[src/hw/rtl/kdr_pkg.sv]
// ----------------------------------------------------------------------------
// kdr_pkg
// Types and constants shared by the key debounce and auto-repeat block.
// ----------------------------------------------------------------------------
package kdr_pkg;

    localparam int PORT_WIDTH = 16;
    localparam int WORD_W     = 16;
    localparam int CD_W       = 16;
    localparam int CFG_IDX_W  = 2;

    localparam logic [WORD_W-1:0] PORT_MASK = WORD_W'((64'd1 << PORT_WIDTH) - 64'd1);

    localparam logic [CD_W-1:0] DEBOUNCE_TICKS = CD_W'(5);
    localparam logic [CD_W-1:0] SETTLE_TICKS   = CD_W'(3);
    localparam logic [CD_W-1:0] DEFAULT_PERIOD = CD_W'(20);
    localparam logic [CD_W-1:0] DEFAULT_DELAY  = CD_W'(150);

    typedef logic [CFG_IDX_W-1:0] cfg_idx_t;
    typedef logic [WORD_W-1:0]    word_t;
    typedef logic [CD_W-1:0]      count_t;

    typedef enum logic [CFG_IDX_W-1:0] {
        REG_PIN_SEL       = 2'd0,
        REG_REPEAT_PERIOD = 2'd1,
        REG_REPEAT_DELAY  = 2'd2
    } reg_idx_t;

    typedef enum logic {
        OP_TICK   = 1'b0,
        OP_SAMPLE = 1'b1
    } op_t;

    typedef enum logic [2:0] {
        PH_IDLE        = 3'd0,
        PH_DEBOUNCE    = 3'd1,
        PH_GO_REPEAT   = 3'd2,
        PH_WAIT_REPEAT = 3'd3,
        PH_REPEAT      = 3'd4
    } phase_t;

    // effective settings, defaults already substituted
    typedef struct packed {
        word_t  pin_sel;
        count_t period;
        count_t delay;
    } kdr_cfg_t;

    typedef struct packed {
        logic  op;
        word_t port_word;
    } item_t;

endpackage

[src/hw/rtl/kdr_if.sv]
// ----------------------------------------------------------------------------
// kdr channel interfaces
// Valid/ready channels for input items, result items and register writes.
// ----------------------------------------------------------------------------
interface kdr_item_if;
    logic                 valid;
    logic                 ready;
    logic                 op;
    logic [15:0]          port_word;

    modport source (output valid, output op, output port_word, input ready);
    modport sink   (input valid, input op, input port_word, output ready);
endinterface

interface kdr_result_if;
    logic valid;
    logic ready;
    logic press_event;
    logic repeat_event;

    modport source (output valid, output press_event, output repeat_event, input ready);
    modport sink   (input valid, input press_event, input repeat_event, output ready);
endinterface

interface kdr_cfg_if;
    logic        valid;
    logic        ready;
    logic [1:0]  index;
    logic [15:0] data;

    modport source (output valid, output index, output data, input ready);
    modport sink   (input valid, input index, input data, output ready);
endinterface

[src/hw/rtl/kdr_cfg_regs.sv]
// ----------------------------------------------------------------------------
// kdr_cfg_regs
// Register file for key mask, repeat period and repeat delay.
// ----------------------------------------------------------------------------
module kdr_cfg_regs (
    input  logic              clk,
    input  logic              rst_n,
    kdr_cfg_if.sink           cfg,
    output kdr_pkg::kdr_cfg_t cfg_out
);
    import kdr_pkg::*;

    word_t mask_reg;
    word_t period_reg;
    word_t delay_reg;

    assign cfg.ready = 1'b1;

    always_ff @(posedge clk or negedge rst_n)
    begin
        if (!rst_n)
        begin
            mask_reg   <= WORD_W'(1);
            period_reg <= '0;
            delay_reg  <= '0;
        end
        else if (cfg.valid)
        begin
            case (cfg.index)
                REG_PIN_SEL:       mask_reg   <= cfg.data;
                REG_REPEAT_PERIOD: period_reg <= cfg.data;
                REG_REPEAT_DELAY:  delay_reg  <= cfg.data;
                default:           ;
            endcase
        end
    end

    always_comb
    begin
        cfg_out.pin_sel = mask_reg & PORT_MASK;
        cfg_out.period  = (period_reg == '0) ? DEFAULT_PERIOD : period_reg;
        cfg_out.delay   = (delay_reg == '0) ? DEFAULT_DELAY : delay_reg;
    end

endmodule

[src/hw/rtl/kdr_in_stage.sv]
// ----------------------------------------------------------------------------
// kdr_in_stage
// Input register stage; holds one beat until the phase stage takes it.
// ----------------------------------------------------------------------------
module kdr_in_stage (
    input  logic           clk,
    input  logic           rst_n,
    kdr_item_if.sink       item,
    input  logic           advance,
    output logic           held_valid,
    output kdr_pkg::item_t held_item
);
    import kdr_pkg::*;

    logic  valid_reg;
    logic  valid_next;
    item_t item_reg;

    assign item.ready = !valid_reg || advance;
    assign valid_next = (item.valid && item.ready) || (valid_reg && !advance);

    always_ff @(posedge clk or negedge rst_n)
    begin
        if (!rst_n)
        begin
            valid_reg <= 1'b0;
        end
        else
        begin
            valid_reg <= valid_next;
        end
    end

    always_ff @(posedge clk)
    begin
        if (item.valid && item.ready)
        begin
            item_reg.op        <= item.op;
            item_reg.port_word <= item.port_word;
        end
    end

    assign held_valid = valid_reg;
    assign held_item  = item_reg;

endmodule

[src/hw/rtl/kdr_phase_ctrl.sv]
// ----------------------------------------------------------------------------
// kdr_phase_ctrl
// Phase machine, shared countdown and registered result beat.
// ----------------------------------------------------------------------------
module kdr_phase_ctrl (
    input  logic              clk,
    input  logic              rst_n,
    input  kdr_pkg::kdr_cfg_t cfg_in,
    input  logic              held_valid,
    input  kdr_pkg::item_t    held_item,
    output logic              advance,
    kdr_result_if.source      result
);
    import kdr_pkg::*;

    phase_t phase_reg;
    phase_t phase_next;
    count_t cd_reg;
    count_t cd_next;
    logic   out_valid_reg;
    logic   out_valid_next;
    logic   press_reg;
    logic   repeat_reg;
    logic   press_next;
    logic   repeat_next;
    logic   pressed;
    logic   cd_zero;
    logic   sample;

    assign advance = held_valid && (!out_valid_reg || result.ready);
    assign pressed = (held_item.port_word & cfg_in.pin_sel) == '0;
    assign cd_zero = (cd_reg == '0);
    assign sample  = (held_item.op == OP_SAMPLE);

    // next state
    always_comb
    begin
        phase_next = phase_reg;
        cd_next    = cd_reg;
        if (!sample)
        begin
            if (!cd_zero)
                cd_next = cd_reg - CD_W'(1);
        end
        else
        begin
            case (phase_reg)
                PH_IDLE:
                begin
                    if (pressed)
                    begin
                        phase_next = PH_DEBOUNCE;
                        cd_next    = DEBOUNCE_TICKS;
                    end
                end
                PH_DEBOUNCE:
                begin
                    if (pressed && cd_zero)
                    begin
                        phase_next = PH_GO_REPEAT;
                        cd_next    = SETTLE_TICKS;
                    end
                end
                PH_GO_REPEAT:
                begin
                    if (!pressed)
                        phase_next = PH_IDLE;
                    else if (cd_zero)
                    begin
                        phase_next = PH_WAIT_REPEAT;
                        cd_next    = cfg_in.delay;
                    end
                end
                PH_WAIT_REPEAT:
                begin
                    if (!pressed)
                        phase_next = PH_IDLE;
                    else if (cd_zero)
                        phase_next = PH_REPEAT;
                end
                PH_REPEAT:
                begin
                    if (!pressed)
                        phase_next = PH_IDLE;
                    else if (cd_zero)
                        cd_next = cfg_in.period;
                end
                default:
                begin
                    if (!pressed)
                        phase_next = PH_IDLE;
                end
            endcase
        end
    end

    // outputs
    always_comb
    begin
        press_next  = 1'b0;
        repeat_next = 1'b0;
        if (sample)
        begin
            case (phase_reg)
                PH_GO_REPEAT,
                PH_WAIT_REPEAT: press_next  = !pressed;
                PH_REPEAT:      repeat_next = pressed && cd_zero;
                default:        ;
            endcase
        end
    end

    assign out_valid_next = advance || (out_valid_reg && !result.ready);

    always_ff @(posedge clk or negedge rst_n)
    begin
        if (!rst_n)
        begin
            phase_reg     <= PH_IDLE;
            cd_reg        <= '0;
            out_valid_reg <= 1'b0;
        end
        else
        begin
            out_valid_reg <= out_valid_next;
            if (advance)
            begin
                phase_reg <= phase_next;
                cd_reg    <= cd_next;
            end
        end
    end

    always_ff @(posedge clk)
    begin
        if (advance)
        begin
            press_reg  <= press_next;
            repeat_reg <= repeat_next;
        end
    end

    assign result.valid        = out_valid_reg;
    assign result.press_event  = press_reg;
    assign result.repeat_event = repeat_reg;

endmodule

[src/hw/rtl/key_debounce_with_repeat_top.sv]
// ----------------------------------------------------------------------------
// key_debounce_with_repeat_top
// Key debouncer with auto-repeat, driven by tick and sample beats.
// ----------------------------------------------------------------------------
// Takes one beat per clock while the result is not stalled, and returns one
// result beat per input beat. The accepting edge writes the beat into the
// input register; the phase and countdown update is worked out from the held
// beat and written, together with the result, into the result register as
// soon as no earlier result is still stalled there. Since the state is updated
// as each beat leaves the input register, beats may arrive back to back; input
// ready drops only while both registers hold beats and the result is stalled.
// Register writes are taken at any time and should be made while idle.
module key_debounce_with_repeat_top (
    input  logic          clk,
    input  logic          rst_n,
    kdr_item_if.sink      item,
    kdr_result_if.source  result,
    kdr_cfg_if.sink       cfg
);
    import kdr_pkg::*;

    kdr_cfg_t cfg_eff;
    logic     held_valid;
    item_t    held_item;
    logic     advance;

    kdr_cfg_regs u_cfg (
        .clk     (clk),
        .rst_n   (rst_n),
        .cfg     (cfg),
        .cfg_out (cfg_eff)
    );

    kdr_in_stage u_in (
        .clk        (clk),
        .rst_n      (rst_n),
        .item       (item),
        .advance    (advance),
        .held_valid (held_valid),
        .held_item  (held_item)
    );

    kdr_phase_ctrl u_phase (
        .clk        (clk),
        .rst_n      (rst_n),
        .cfg_in     (cfg_eff),
        .held_valid (held_valid),
        .held_item  (held_item),
        .advance    (advance),
        .result     (result)
    );

endmodule

[src/flat_wrapper.sv]
// flat-port wrapper written by rule: the top's interface ports become plain ports
module key_debounce_with_repeat_top_flat import kdr_pkg::*;
  (clk, rst_n, item_valid, item_op, item_port_word, item_ready, result_valid, result_press_event, result_repeat_event, result_ready, cfg_valid, cfg_index, cfg_data, cfg_ready);
  kdr_item_if item_i ();
  kdr_result_if result_i ();
  kdr_cfg_if cfg_i ();
  input  logic clk;
  input  logic rst_n;
  input wire logic [$bits(item_i.valid)-1:0] item_valid;
  input wire logic [$bits(item_i.op)-1:0] item_op;
  input wire logic [$bits(item_i.port_word)-1:0] item_port_word;
  output wire logic [$bits(item_i.ready)-1:0] item_ready;
  output wire logic [$bits(result_i.valid)-1:0] result_valid;
  output wire logic [$bits(result_i.press_event)-1:0] result_press_event;
  output wire logic [$bits(result_i.repeat_event)-1:0] result_repeat_event;
  input wire logic [$bits(result_i.ready)-1:0] result_ready;
  input wire logic [$bits(cfg_i.valid)-1:0] cfg_valid;
  input wire logic [$bits(cfg_i.index)-1:0] cfg_index;
  input wire logic [$bits(cfg_i.data)-1:0] cfg_data;
  output wire logic [$bits(cfg_i.ready)-1:0] cfg_ready;
  assign item_i.valid = item_valid;
  assign item_i.op = item_op;
  assign item_i.port_word = item_port_word;
  assign item_ready = item_i.ready;
  assign result_valid = result_i.valid;
  assign result_press_event = result_i.press_event;
  assign result_repeat_event = result_i.repeat_event;
  assign result_i.ready = result_ready;
  assign cfg_i.valid = cfg_valid;
  assign cfg_i.index = cfg_index;
  assign cfg_i.data = cfg_data;
  assign cfg_ready = cfg_i.ready;
  key_debounce_with_repeat_top u_core (.clk(clk), .rst_n(rst_n), .item(item_i), .result(result_i), .cfg(cfg_i));
endmodule
[config.mk]
export PLATFORM = sky130hd
export DESIGN_NAME = key_debounce_with_repeat_top_flat
export DESIGN_NICKNAME = d
export VERILOG_FILES = /design/src/hw/rtl/kdr_pkg.sv /design/src/hw/rtl/kdr_if.sv /design/src/hw/rtl/kdr_cfg_regs.sv /design/src/hw/rtl/kdr_in_stage.sv /design/src/hw/rtl/kdr_phase_ctrl.sv /design/src/hw/rtl/key_debounce_with_repeat_top.sv /design/src/flat_wrapper.sv
export SDC_FILE = /design/constraint.sdc
export NUM_CORES = 1
export LEC_CHECK = 0
export ABC_AREA = 1
export BUFFER_PORTS_ARGS = -buffer_cell sky130_fd_sc_hd__buf_2
export CAP_MARGIN = 10
export CELL_PAD_IN_SITES_DETAIL_PLACEMENT = 2
export CELL_PAD_IN_SITES_GLOBAL_PLACEMENT = 2
export CORE_MARGIN = 2
export CORE_UTILIZATION = 30
export CTS_BUF_LIST = sky130_fd_sc_hd__clkbuf_2
export DETAILED_ROUTE_END_ITERATION = 6
export PLACE_DENSITY = 0.8
export SYNTH_ARGS = -nofsm -noshare
export SYNTH_HDL_FRONTEND = slang
export SYNTH_SLANG_ARGS = --single-unit
[constraint.sdc]
create_clock -name clk -period 1.8 [get_ports clk]
set_input_delay 0.45 -clock clk [delete_from_list [all_inputs] [get_ports clk]]
set_output_delay 0.45 -clock clk [all_outputs]
set_load 0.005 [all_outputs]
# == Word level (Yosys, flattened, before mapping) ==
# Cells that the tools add are included.
# Widths: inputs -> output; s select.
# op_classes
addsub,1
n_eq_ne,19
mux,19
bitwise_logic,1
n_reduce_logical,28
# op_table
operator,n
$mux 16,10
$logic_not 16->1,4
$pmux 16 s4,1
$ne 3x3->1 const B,8
$mux 3,7
$and 16x16->16,1
$sub 16x1->16 const B,1
$pmux 3 s4,1
$reduce_and 2->1,5
$reduce_and 9->1,1
$reduce_and 7->1,1
$eq 3x2->1 const B,2
$logic_and 1x1->1,5
$logic_not 1->1,5
$ne 5x1->1 const B,1
$ne 5x5->1 const B,1
$logic_or 1x1->1,4
$ne 2x2->1 const B,2
$eq 3x1->1 const B,1
$eq 3x3->1 const B,1
$logic_not 3->1,1
$eq 2x1->1 const B,1
$eq 2x2->1 const B,1
$logic_not 2->1,1
2 further kinds,2
# word_totals
regBits,88
word_cells,79

# == Longest topological paths before layout ==
# Gate-level depths: netlist of run 1.
# depth
ltp_word,6
depth_mapped,15

# == Modules after synthesis ==
# Synthesis of run 1 repeated with hierarchy kept, for this count alone.
# unflattened
cells_unflattened,577
area_unflattened_um2,4569.4
# modules_own_cells
mod,n_inst,cells_per_inst,area_each_um2,seq_area_each_um2
kdr_cfg_regs,1,244,2122.0,1202.4
kdr_phase_ctrl,1,310,1891.8,560.5
kdr_in_stage,1,23,555.5,535.5

# == Least setup slack after synthesis of run 1 ==
# OpenSTA, ideal clock, no wires.
# synth_timing
path_type,register -> register
start,reg u_core.u_phase.cd_reg[0]
end,reg u_core.u_phase.cd_reg[7]
setup_ns,0.116
arrival_time_ns,1.512
required_ns,1.684
setup_slack_ns,0.171
stages_incl_launch_ff,15
n_path_buf,1
cell_sequence,dfrtp_1 inv_1 ha_1 inv_1 nor2_1 nand2_1 nor2_1 nand3_1 nand2_1 nand2_2 inv_2 nand2_4 buf_6 nand2_1 nand2_1
# synth_via
elab_chain_len,4
elab_cells_between_ends,10
cone_classes,add/sub: 1; eq/ne: 4; mux: 2; reduce/logical: 3
# synth_lines
item,line_no,source
start: declaration,kdr_phase_ctrl.sv:18,count_t cd_reg;
start signal: assignment,kdr_phase_ctrl.sv:129,cd_reg <= cd_next;
branches (longest 4 deep; another with $sub 16x1->16),--,
# Several ways; the timed one is not identified. The select of a mux whose other input is x is not followed.
# A chain may end at the register's enable or synchronous reset.

# == Final worst setup path of run 1 ==
# layout_timing
start,reg u_core.u_phase.cd_reg[0]
end,reg u_core.u_phase.cd_reg[0]
# Same word-level chain as after synthesis.

==> flow_metrics.env, run 1 <==
export IMPL_tns_ns=-0.249
export IMPL_core_area_um2=14500
export IMPL_synth_cell_types=31
export IMPL_drt_iter0_markers=154
export IMPL_fin_skew_ns=0.0507
export IMPL_largest_reg_flops=17
export IMPL_synth_commonest_cells="229 x nand2_1, 68 x dfrtp_1, 59 x o21ai_0"
export IMPL_path_class="reg -> reg"
export IMPL_synth_main_ff_cell="dfrtp_1"
export IMPL_nets=697
export IMPL_die_y_um=125
export IMPL_h_tree_depth=3
export IMPL_hold_viol=0
export IMPL_drc=0
export IMPL_synth_xor_xnor_area_share_pct=0.992
export IMPL_synthTopCellsByArea="dfrtp_1 39%, nand2_1 19%, edfxtp_1 13%"
export IMPL_cts_sinks=88
export IMPL_path_clk_slew_ns=0.30
export IMPL_root_buffer="clkbuf_2"
export IMPL_crit_start="u_core.u_phase.cd_reg[0]$_DFFE_PN0P_"
export IMPL_post_route_min_period_ns=1.85
export IMPL_setup_viol=8
export IMPL_grt_pass1_vias=4617
export IMPL_area_growth_pct=23.7
export IMPL_ys_seq_elements=88
export IMPL_antenna_diode_count=0
export IMPL_hold_start="cfg_data[2]"
export IMPL_num_vias=4102
export IMPL_rsz0062_at_grt="true"
export IMPL_hold_class="in -> reg"
export IMPL_failed_checks="negative setup slack"
export IMPL_power_density_nw_per_um2=1220
export IMPL_synth_simple_area_share_pct=29.3
export IMPL_setup_ws_ns=-0.0522
export IMPL_path_max_fanout=18
export IMPL_end_kind="register"
export IMPL_yosys_warnings=0
export IMPL_firstDrtPassIters=6
export IMPL_antenna_found_initial=0
export IMPL_cp_start_kind="register"
export IMPL_drive_above_1_share_pct=22.3
export IMPL_dp_hpwl_um=10100
export IMPL_post_route_util_pct=37.7
export IMPL_cts_tree="done"
export IMPL_clockBufferDepth=2
export IMPL_synth_most_common_cell="nand2_1"
export IMPL_grt_use_total_pct=18.7
export IMPL_grt_pass1_wl_um=23400
export IMPL_insertion_delay_ns=0.64
export IMPL_muxShareOfSynthArea_pct=0
export IMPL_ys_seq_area_share_pct=52.1
export IMPL_outcome="finished with violations"
export IMPL_required_ns=2.38
export IMPL_yosysTopAreaCellShare_pct=38.5
export IMPL_place_congestion=0.813
export IMPL_gr_total_overflow=0
export IMPL_fin_crit_sh_pct=103
export IMPL_yosys_area_top_type="dfrtp_1"
export IMPL_ir_drop_v=0.000503
export IMPL_cp_arrival_ns=2.43
export IMPL_wl_um=14500
export IMPL_netlist_area_um2=4420
export IMPL_portBuffers=43
export IMPL_routed_via_density=4.86
export IMPL_pin_count=45
export IMPL_die_x_um=125
export IMPL_multiInputGateArea_um2=1950
export IMPL_cts_buffers=9
export IMPL_start_util_pct=30.5
export IMPL_row_count=44
export IMPL_maxCapViolCount=0
export IMPL_grt_max_degree=33
export IMPL_holdWs_ns=0.0939
export IMPL_p_leak_uw=0.00274
export IMPL_synth_area_per_cell_um2=7.79
export IMPL_regArea_um2=2300
export IMPL_syn_inst=567
export IMPL_reg2reg_from="u_core.u_phase.cd_reg[0]$_DFFE_PN0P_"
export IMPL_fmax_mhz=540
export IMPL_synth_top_family_by_area="simple AND/OR/NAND/NOR gates"
export IMPL_synth_compound_area_share_pct=10.2
export IMPL_synth_edf_count=19
export IMPL_detail_route_antenna_nets=0
export IMPL_report_final_slew_viol_count=0
export IMPL_fillers=1685
export IMPL_die_area_um2=15700
export IMPL_synthAdderAreaFrac_pct=0.567
export IMPL_syn_nets=609
export IMPL_wl_per_cell_um=17.2
export IMPL_async_flop_share_pct=78.4
stage by stage:
| stage | setup slack (ns) | instance area [µm²] | power (µW) | instances |
|---|---|---|---|---|
| final | -0.0522 | 5460 | 6650 | 844 |
| after global routing | -0.199 | 5460 | 7200 | 844 |
| after CTS | -0.0226 | 5280 | 6340 | 833 |
| after detailed placement | -0.0675 | 4930 | 5260 | 795 |
| after global placement | 0.106 | 4930 | 5070 | 795 |
| after floorplan | 0.171 | 4420 | 4360 | 567 |
path summary, 6_finish.rpt:
path | to | slack (ns) | cells after the start
worst min register to register | u_core.u_cfg.mask_reg[9]$_DFFE_PN0P_ | 0.53 | 2
worst max register to register | u_core.u_phase.cd_reg[0]$_DFFE_PN0P_ | -0.05 | 14
max in group asynchronous | u_core.u_cfg.mask_reg[13]$_DFFE_PN0P_ | 0.98 | 3
min in group asynchronous | u_core.u_phase.cd_reg[6]$_DFFE_PN0P_ | 0.16 | 2
worst max-delay path | u_core.u_phase.cd_reg[0]$_DFFE_PN0P_ | -0.05 | 14
worst min-delay path | u_core.u_cfg.period_reg[2]$_DFFE_PN0P_ | 0.09 | 3
layout make-up:
class,count,share of cell area [%]
clock buffers,9,0.824
well taps,184,4.21
inverters,56,3.89
clock inverters,7,0.824
repair buffers,95,12.4
flip-flops and latches,88,42.1
multi-input cells,405,35.7
kinds of logic (layout without fill, tap and decap cells):
group / Yosys count / count (layout)
buffers and inverters: 74 / 167
AO/OA/AOI/OAI: 81 / 81
other: 1 / 1
XOR/XNOR: 5 / 5
AND/OR/NAND/NOR: 316 / 316
flip-flops: 88 / 88
adder cells (fa/ha/maj): 2 / 2
placed cells by master, fill, tap and decap left out, types with 7 or more instances in the layout:
cell and instances:
a21oi_1 7, a22o_1 9, buf_2 42, buf_4 30, clkbuf_2 9, dfrtp_1 65, dlygate4sd3_1 19, edfxtp_1 19
inv_1 47, inv_2 7, nand2_1 220, nand2_2 12, nand3_1 12, nor2_1 38, nor2_2 10, o21ai_0 57
critical path, cell delays in order, from the launching register on:
cell and delay, ns:
dfrtp_1 0.48, inv_2 0.10, ha_4 0.14, inv_2 0.04, nor2_2 0.06, nand2_1 0.06
nor2_2 0.13, nand2_2 0.09, nand2_1 0.10, nand2_2 0.08, nand2_4 0.09, inv_2 0.07
nand2_8 0.13, nand2_1 0.08, o21ai_1 0.14
report_power, final:
group	leakage [µW]	internal [µW]	switching [µW]
Sequential	0.00105	2410	368
Clock	0.0000639	185	781
Combinational	0.00163	1120	1780
Total	0.00274	3710	2930
layer usage:
layer | up-vias | track usage, % | wire [µm] | part of all wire [%]
met5 | - | 0 | 0 | 0
met4 | 0 | 6.67 | 186 | 1.3
met3 | 13 | 1.97 | 318 | 2.2
met2 | 51 | 34.0 | 7650 | 53
met1 | 2076 | 23.1 | 6320 | 44
li1 | 1962 | - | - | -
what timing repair did:
item,4_1_cts,5_1_grt
pin swaps,1,7
hold buffers,19,0
resized for setup,11,39
buffers inserted,3,11
setup endpoints to repair,18,21
hold endpoints to repair,62,0
(Power assumes the default switching activity.)
==> run 2: changes to the inputs <==
PLACE_DENSITY = 0.77   (was 0.8)
SLEW_MARGIN = 25   (was default)
clock period = 2.2 ns   (was 1.8 ns; I/O delays follow)
==> flow_metrics.env, run 2 (same netlist as run 1, synthesis figures left out) <==
export IMPL_drt_iter0_markers=83
export IMPL_path_class="reg -> reg"
export IMPL_path_clk_slew_ns=0.29
export IMPL_power_density_nw_per_um2=1010
export IMPL_fin_skew_ns=0.0455
export IMPL_worst_pin_slew_ns=0.598
export IMPL_rsz0062_at_grt="false"
export IMPL_path_max_fanout=4
export IMPL_grt_pass1_wl_um=22100
export IMPL_holdWs_ns=0.0975
export IMPL_crit_path_end="u_core.u_phase.cd_reg[9]$_DFFE_PN0P_"
export IMPL_detail_route_antenna_nets=0
export IMPL_die_area_um2=15700
export IMPL_setup_viol=0
export IMPL_h_tree_depth=3
export IMPL_wl_um=13100
export IMPL_cts_sinks=88
export IMPL_routed_via_density=4.78
export IMPL_tns_ns=0
export IMPL_r2r_slack_ns=0.29
export IMPL_slew_headroom_pct=60.0
export IMPL_post_route_min_period_ns=1.91
export IMPL_portBuffers=43
export IMPL_hold_class="in -> reg"
export IMPL_p_leak_uw=0.00256
export IMPL_start_util_pct=30.5
export IMPL_num_vias=3851
export IMPL_reg2reg_from="u_core.u_phase.cd_reg[0]$_DFFE_PN0P_"
export IMPL_grt_max_degree=33
export IMPL_cts_tree="done"
export IMPL_required_ns=2.76
export IMPL_fillers=1695
export IMPL_wl_per_cell_um=16.2
export IMPL_maxCapViolCount=0
export IMPL_outcome="finished, final reports clean"
export IMPL_max_stage_delay_ns=0.45
export IMPL_antenna_diode_count=0
export IMPL_crit_start="u_core.u_phase.cd_reg[0]$_DFFE_PN0P_"
export IMPL_dp_hpwl_um=9990
export IMPL_ir_drop_v=0.000377
export IMPL_cts_buffers=9
export IMPL_root_buffer="clkbuf_2"
export IMPL_cp_start_kind="register"
export IMPL_drc=0
export IMPL_cp_arrival_ns=2.48
export IMPL_grt_pass1_vias=4308
export IMPL_path_cells="inv_1 > ha_1 > inv_1 > nor2_1 > nand2_1 > nor2_1 > nand2_2 > nand2_2 > nand3_4 > a21oi_4 > buf_4 > nand2_1 > nand2_1"
export IMPL_insertion_delay_ns=0.61
export IMPL_layout_common_cells="229 x nand2_1, 68 x dfrtp_1, 59 x o21ai_0"
export IMPL_firstDrtPassIters=4
export IMPL_end_kind="register"
export IMPL_row_count=44
export IMPL_clockBufferDepth=2
export IMPL_cp_common_cell="nand2_1"
export IMPL_antenna_found_initial=0
export IMPL_area_growth_pct=13.6
export IMPL_largest_reg_flops=17
export IMPL_grt_use_total_pct=17.6
export IMPL_layout_commonest_cell="nand2_1"
export IMPL_hold_viol=0
export IMPL_fin_crit_sh_pct=87.0
export IMPL_place_congestion=0.802
export IMPL_nets=658
export IMPL_reg2reg_depth=13
export IMPL_cp_slowest_cell="dfrtp_1"
export IMPL_gr_total_overflow=0
export IMPL_core_area_um2=14500
export IMPL_die_x_um=125
export IMPL_fmax_mhz=522
export IMPL_drive_above_1_share_pct=14.7
export IMPL_die_y_um=125
export IMPL_report_final_slew_viol_count=0
export IMPL_r2r_end="u_core.u_phase.cd_reg[9]$_DFFE_PN0P_"
export IMPL_pin_count=45
[run 2: how the worst min path moves through the flow]
| stage | from | end | cells after the start |
|---|---|---|---|
| 2_1_floorplan | rst_n | u_core.u_cfg.delay_reg[0]$_DFFE_PN0P_ | 0 |
| 3_3_place_gp | u_core.u_phase.cd_reg[1]$_DFFE_PN0P_ | u_core.u_phase.cd_reg[1]$_DFFE_PN0P_ | 2 |
| 3_5_place_dp | u_core.u_cfg.mask_reg[11]$_DFFE_PN0P_ | u_core.u_cfg.mask_reg[11]$_DFFE_PN0P_ | 2 |
| 4_1_cts | item_port_word[4] | u_core.u_in.held_item[4]$_DFFE_PP_ | 1 |
| 5_1_grt | item_port_word[11] | u_core.u_in.held_item[11]$_DFFE_PP_ | 1 |
| 6_report | item_port_word[13] | u_core.u_in.held_item[13]$_DFFE_PP_ | 1 |
[run 2: critical path, delay by kind of cell (launching register included)]
| kind | cells | cell delay, ns |
|---|---|---|
| compound gates | 1 | 0.21 |
| simple gates | 8 | 0.68 |
| flops | 1 | 0.45 |
| buf+inv | 3 | 0.34 |
| fa+ha+maj | 1 | 0.19 |
[run 2: through the flow]
stage	instance area, µm²	power [µW]	cells	util [%]	worst slack [ns]
finish	5020	5050	805	34.6	0.286
global placement	4860	4020	786	33.6	0.341
detailed placement	4860	4170	786	33.6	0.194
floorplan	4420	3560	567	-	0.571
CTS	4990	5090	803	34.5	0.122
global route	5020	5500	805	34.6	0.0468
[run 2: final cells by class]
cell class / instances / area, µm² / share of cell area (%)
Timing Repair Buffer: 56 / 340 / 6.78
Tap cell: 184 / 230 / 4.59
Sequential cell: 88 / 2300 / 45.8
Clock buffer: 10 / 50.0 / 0.998
Inverter: 56 / 210 / 4.19
Clock inverter: 6 / 70.1 / 1.40
Multi-Input combinational cell: 405 / 1820 / 36.2
[run 2: layer usage]
layer | GRT usage [%] | routed length (µm)
met1 | 22.2 | 6020
met2 | 31.2 | 6610
met3 | 3.08 | 296
met4 | 4.31 | 126
met5 | 0 | 0
[run 2: what timing repair did]
action | in CTS | in global routing
gates resized for setup | 0 | 0
buffers inserted | 0 | 2
endpoints found under the hold margin | 12 | 0
endpoints found under the setup margin | 0 | 14
hold buffers | 1 | 0
[run 2: where the power goes]
group	internal, µW	total (µW)	switching (µW)
logic	646	1890	1250
clock network	275	904	629
registers	1970	2260	289
total	2890	5050	2170
